[src/sv/chs_pkg.sv]
// types and constants shared by the spline interpolator modules
package chs_pkg;

  localparam int ACC_W  = 128;
  localparam int MULT_W = 33;
  localparam int STEP_W = 6;
  localparam int T_W    = 17;

  localparam logic [STEP_W-1:0] DX_STEPS = STEP_W'(MULT_W);
  localparam logic [STEP_W-1:0] T_STEPS  = STEP_W'(T_W);

  typedef enum logic [2:0] {
    ST_OK    = 3'd0,
    ST_RANGE = 3'd1,
    ST_FEW   = 3'd2,
    ST_ORDER = 3'd3,
    ST_FULL  = 3'd4
  } status_t;

  typedef struct packed {
    logic              start;
    logic [STEP_W-1:0] steps;
  } mac_req_t;

endpackage

[src/sv/chs_mac.sv]
// shared shift-add multiply-accumulate unit, one multiplier bit per cycle
module chs_mac import chs_pkg::*; (
  input  logic                    clk,
  input  logic                    rst,
  input  mac_req_t                req,
  input  logic signed [ACC_W-1:0] init,
  input  logic signed [ACC_W-1:0] mcand,
  input  logic [MULT_W-1:0]       mult,
  output logic                    done,
  output logic signed [ACC_W-1:0] acc
);

  logic                    busy;
  logic [STEP_W-1:0]       cnt;
  logic signed [ACC_W-1:0] mc;
  logic [MULT_W-1:0]       ml;

  always_ff @(posedge clk) begin
    if (rst) begin
      busy <= 1'b0;
      done <= 1'b0;
    end else begin
      done <= 1'b0;
      if (req.start) begin
        busy <= 1'b1;
      end else if (busy && cnt == STEP_W'(1)) begin
        busy <= 1'b0;
        done <= 1'b1;
      end
    end
  end

  always_ff @(posedge clk) begin
    if (req.start) begin
      acc <= init;
      mc  <= mcand;
      ml  <= mult;
      cnt <= req.steps;
    end else if (busy) begin
      if (ml[0]) begin
        acc <= acc + mc;
      end
      mc  <= mc <<< 1;
      ml  <= ml >> 1;
      cnt <= cnt - STEP_W'(1);
    end
  end

endmodule

[config.mk]
export PLATFORM = sky130hd
export DESIGN_NAME = chs_mac
export DESIGN_NICKNAME = d
export VERILOG_FILES = /design/src/sv/chs_pkg.sv /design/src/sv/chs_mac.sv
export SDC_FILE = /design/constraint.sdc
export NUM_CORES = 1
export LEC_CHECK = 0
export BUFFER_PORTS_ARGS = -buffer_cell sky130_fd_sc_hd__buf_4
export CELL_PAD_IN_SITES_DETAIL_PLACEMENT = 0
export CELL_PAD_IN_SITES_GLOBAL_PLACEMENT = 1
export CORE_MARGIN = 10
export CORE_UTILIZATION = 39
export DETAILED_ROUTE_END_ITERATION = 6
export PLACE_DENSITY_LB_ADDON = 0.1
export SETUP_SLACK_MARGIN = 0.4
export SYNTH_ARGS = -nofsm -noshare
export SYNTH_HDL_FRONTEND = slang
export SYNTH_SLANG_ARGS = --single-unit
[constraint.sdc]
create_clock -name clk -period 4.1 [get_ports clk]
set_input_delay 0.205 -clock clk [delete_from_list [all_inputs] [get_ports clk]]
set_output_delay 0.205 -clock clk [all_outputs]
set_load 0.02 [all_outputs]
== Word-level counts from Yosys, hierarchy flattened ==
Cells that the tools add are included.

* Multiplexer cells: 12
* Equality and inequality tests: 1
* Reduce and logical (&&, ||, !) cells: 6
* $add $sub $neg: 2

{| class="wikitable"
|+ Operators by type and width
! kind !! count
|-
| 128-bit 2-to-1 mux || 5
|-
| 128-bit adder || 1
|-
| 33-bit 2-to-1 mux || 2
|-
| 6-bit 2-to-1 mux || 2
|-
| 6-bit by 1-bit equality test with 1-bit output (second input constant) || 1
|-
| 2-bit nonzero test || 3
|-
| 6-bit by 1-bit subtractor with 6-bit output (second input constant) || 1
|-
| 1-bit 2-to-1 mux || 3
|-
| 2-bit AND reduction || 1
|-
| 2-bit OR reduction || 1
|-
| 1-bit logical AND || 1
|}

* Output and inout bits: 129
* Bits in registers: 297
* Input bits: 298

== Depth between registers and ports, before layout ==
* Depth after elaboration: 4
* Depth in mapped cells: 13
* Depth with buffers taken out: 13

== Worst setup path after synthesis ==
No wires, ideal clock.

* Kind: input -> register
* Start point: input req[6] in the netlist's numbering
* End point: register acc[0], enable pin
* Arrival time: 2920 ps
* Data required time: 2994 ps
* Path slack: 73 ps
* Cell stages on the path: 4
* Path buffers: 2
* Cell sequence: clkbuf_1 -> inv_1 -> clkbuf_1 -> nand2_1

* Longest elaborated chain between the ends: 2
* Elaborated cells between the ends (all ways): 3
* Classes of those cells: 3 x reduce/logical

{| class="wikitable"
|+ Ends and longest elaborated chain
! element !! RTL line !! RTL
|-
| start, declared || chs_mac.sv:5 || <nowiki>input mac_req_t req,</nowiki>
|-
| 2-bit nonzero test (no source line) || n/a ||
|-
| 2-bit AND reduction (no source line) * || n/a ||
|-
| end signal, assigned || chs_mac.sv:35 || <nowiki>acc <= init;</nowiki>
|-
| end signal, assigned || chs_mac.sv:41 || <nowiki>acc <= acc + mc;</nowiki>
|-
| end, declared || chs_mac.sv:10 || <nowiki>output logic signed [ACC_W-1:0] acc</nowiki>
|}

Every way passes the cells marked *; elsewhere a longest branch is shown, timed or not.
A chain may end at the register's enable or synchronous reset.

== Worst setup path in the final report ==
* Start point: register acc[19]
* End point: register acc[80], data pin

* Longest elaborated chain between the ends: 4

{| class="wikitable"
|+ Ends and longest elaborated chain
! element !! RTL line !! RTL
|-
| 128-bit adder || chs_mac.sv:41 ||
|-
| 128-bit 2-to-1 mux || chs_mac.sv:40 || <nowiki>if (ml[0]) begin</nowiki>
|-
| 128-bit 2-to-1 mux || chs_mac.sv:39 || <nowiki>end else if (busy) begin</nowiki>
|-
| 128-bit 2-to-1 mux || chs_mac.sv:34 || <nowiki>if (req.start) begin</nowiki>
|}

Every way passes these cells. The select of a mux whose other input is x is not followed.

==> metrics <==
met2 Use GR=0.397; Max IR drop VDD=approximately 0.00032 V; post-layout min period=between 3 and 4 ns; Sink Count=a little under 300; RSZ-0062 raised after global routing=true; Core Util, Final=0.572; Synth Cell Area=a little over 0.02 mm²; fraction of registers with async set/reset=0; RePlAce Congestion=between 0.9 and 1; Post-Place Cells=about 3.2k; post-synthesis instance total=~2.1k; Max FO, Critical Path=6; Power Total=around 15000 µW; initial antenna violation count=14; routing usage on met1=0.299; Post-Route WL=78900 µm; TritonCTS clock tree=built; WL per Instance=22.0 µm; hold wc startpoint=init[126]; CP cell instances=ha_4, nand4_1, o22ai_2, nor2_1, a2111o_1, a311oi_4, buf_4, nor2_1, o31a_1, o41ai_2, xnor2_1, o21ai_0; TritonCTS Buffers=38; crit path kind=flip-flop to flip-flop; Slew HR=0.180; Placeable Area=0.0526 mm²; setup ws final=0.365 ns; clk slew on worst S/H paths=approximately 0.060 ns; vias=19.7k; Final Cycle Share=0.911; syn_nets=~2.5k; share of cells above drive strength 1=0.304; largest net degree at the start of global routing=around 170; Critical Path AT=around 4 ns; slew of the pin with the lowest slew margin=between 1 and 1.5 ns; CTS root buf=clkbuf_16; Crit-path slowest cell=a2111o_1; worst reg2reg path startpoint=acc[19]; Primary FF master, synth=edfxtp_1; R2R setup slack=roughly 0.36 ns; DR DRC count=0; Hold Crit Class=primary input to flip-flop; CTS H-tree lvls=2; Final Hold Fails=0; gr busiest metal=met2; total of max-cap violations=0; clock latency on the worst-skew pair=roughly 0.57 ns; post-route insts no fill=roughly 3.6k; DP HPWL=59600 µm; M3 GR Usage=0.0558; chip height=around 250 µm; Leak=approximately 0.012 µW; Seq/Total Area, Yosys=0.429; nets=approximately 3.3k; Bufs on Longest Clock Path=3; Hold Path Depth=3; Critical Path Max Stage Delay=approximately 0.53 ns; I/O Pins=about 430; reg2reg end=acc[80]; yosys warns=0; Pre-antenna DRT Iters=5; Hold Crit Endpoint=acc[126]; Placement Rows=84; Critical Path Most Common Cell=nor2_1; remaining antenna violation count=0; highest clock rate=approximately 270 MHz; Data required, critical path=~4.4 ns; Setup Skew=approximately 0.016 ns; crit end category=flip-flop; mean area per synthesized cell=just under 10 µm²; DR iter-0 viols=1509; P per Cell Area=510 mW/mm²; Vias/cell=between 5 and 6; I/O Buffers=about 430; Die W=approximately 250 µm; starting utilization of the core area=0.394; Setup crit start kind=flip-flop; post-place setup slack=-0.298 ns; status=completed; endpoints failing setup=0; number of flops mapped to enable cells by yosys=between 200 and 300; Slew Viols, Final=0; die area=0.0628 mm²; Area Growth Syn to Fin=45.0%; number of global-route vias before repair=20.7k; Overall Global Routing Usage=0.238; first-pass GRT wire length=119000 µm; synth unique cells=between 70 and 80; synthesized flop and latch total=slightly below 300; R2R cell count=12; setup_tns=0 ns; total grt overflow=0
-- worst max-delay path by stage --
| stage | from | endpoint |
|---|---|---|
| global route | acc[19] | acc[126] |
| global placement | acc[21] | acc[126] |
| detailed placement | mc[16] | acc[126] |
| CTS | acc[18] | acc[126] |
| finish | acc[19] | acc[80] |
| floorplan | acc[0] | acc[120] |
-- cell usage after synthesis (3+ instances only) --
cell type / n / share of area
o211ai_1: 9 / 0.0033
o21bai_1: 36 / 0.013
or4_1: 5 / 0.0018
nor2_2: 3 / 0.00091
nor3_1: 26 / 0.0063
edfxtp_1: 295 / 0.43
nand4_1: 57 / 0.017
and3_1: 13 / 0.0039
o22ai_1: 8 / 0.0024
a211oi_1: 14 / 0.0051
a21boi_0: 11 / 0.0040
buf_1: 3 / 0.00054
o221ai_1: 3 / 0.0013
buf_2: 8 / 0.0019
xnor2_1: 73 / 0.031
o31ai_1: 11 / 0.0040
xor2_1: 48 / 0.020
o21ba_2: 6 / 0.0029
o21a_1: 18 / 0.0065
a221oi_1: 6 / 0.0025
nand2_1: 284 / 0.051
inv_1: 36 / 0.0065
a31oi_1: 23 / 0.0069
nor4_1: 11 / 0.0033
and2_1: 13 / 0.0039
mux2_2: 163 / 0.089
and3b_1: 3 / 0.0013
o21ai_0: 221 / 0.053
and4_1: 3 / 0.0013
a21o_1: 63 / 0.023
ha_1: 129 / 0.078
or2_2: 9 / 0.0027
nand3_1: 29 / 0.0070
clkbuf_1: 98 / 0.018
a21oi_1: 183 / 0.044
nor2b_1: 7 / 0.0021
a31o_2: 4 / 0.0017
or3_1: 12 / 0.0036
nand2b_1: 6 / 0.0018
a311oi_1: 3 / 0.0013
nor2_1: 114 / 0.021
o21ai_1: 6 / 0.0014
-- cells in the final DEF (no fill, tap or decap), types with 9 or more instances in the layout --
master | netlist | routed
a21o_1 | 63 | 62
a21oi_1 | 183 | 173
a31oi_1 | 23 | 17
and2_1 | 13 | 13
and3_1 | 13 | 13
buf_4 | 0 | 518
clkbuf_16 | 0 | 38
dlygate4sd3_1 | 0 | 290
edfxtp_1 | 295 | 295
ha_1 | 129 | 98
ha_2 | 0 | 12
ha_4 | 0 | 19
inv_1 | 36 | 36
mux2_2 | 163 | 162
nand2_1 | 284 | 281
nand3_1 | 29 | 28
nand4_1 | 57 | 57
nor2_1 | 114 | 111
nor3_1 | 26 | 19
o211ai_1 | 9 | 9
o21a_1 | 18 | 17
o21ai_0 | 221 | 201
o21ai_1 | 6 | 15
o21ai_2 | 0 | 9
o21bai_1 | 36 | 34
o31ai_1 | 11 | 9
or3_1 | 12 | 10
xnor2_1 | 73 | 73
xor2_1 | 48 | 48
-- repair_timing --
item                       in CTS  in global routing
pin swaps                      23                 45
setup endpoints to repair      54                 48
cloned                          0                  0
setup buffers                  17                 20
hold endpoints to repair      291                  0
resized for setup              69                102
hold buffers                  290                  0
-- kinds of logic after synthesis --
logic type / after synthesis / synth area share
multiplexers: 163 / 0.0885
flip-flops: 297 / 0.429
XOR/XNOR: 121 / 0.0511
adder cells (fa/ha/maj): 130 / 0.0788
buffers and inverters: 147 / 0.0272
AND/OR/NAND/NOR: 604 / 0.133
AO/OA/AOI/OAI: 654 / 0.192
-- stage by stage --
stage | cell area, µm² | hold WS, ns
3_5_place_dp | 24900 | 0.384
4_1_cts | 29400 | 0.0350
5_1_grt | 30100 | 0.0713
3_3_place_gp | 24900 | 0.380
2_1_floorplan | 20700 | 0.281
6_report | 30100 | 0.0511
-- power breakdown --
part           internal [µW]  switching (µW)  leakage [µW]
registers               4060             377       0.00298
logic                   3240            4410       0.00854
clock network           1860            1380      0.000566
-- routing by layer --
metal,part of all wire,wire length [µm],vias up
li1,-,-,9437
met1,0.43,33600,9505
met2,0.48,37700,638
met3,0.068,5360,132
met4,0.028,2180,16
met5,0.00096,76,-
-- sequential cells by signal, indices dropped and copies added (netlist names) --
| register | cells |
|---|---|
| done | 1 |
| busy | 1 |
| mc | 128 |
| cnt | 6 |
| acc | 128 |
| ml | 33 |
-- area by class of cell --
class | count | area [µm²]
flip-flops and latches | 297 | 8900
multi-input cells | 1672 | 12100
repair buffers | 814 | 6880
fillers | 4593 | 22500
diodes | 8 | 20.0
well taps | 688 | 861
clock inverters | 15 | 125
clock buffers | 51 | 1050
inverters | 36 | 135
-- critical path, delay by kind of cell, from the launching register on --
kind	cells	cell delay (ns)
AOI/OAI and AO/OA	6	1.94
and+or+nand+nor	3	0.39
buffers and inverters	1	0.19
DFF	1	0.43
xor gates and xnor gates	1	0.17
adders and majority gates	1	0.33
No activity file was read; power rests on OpenSTA's default activity.
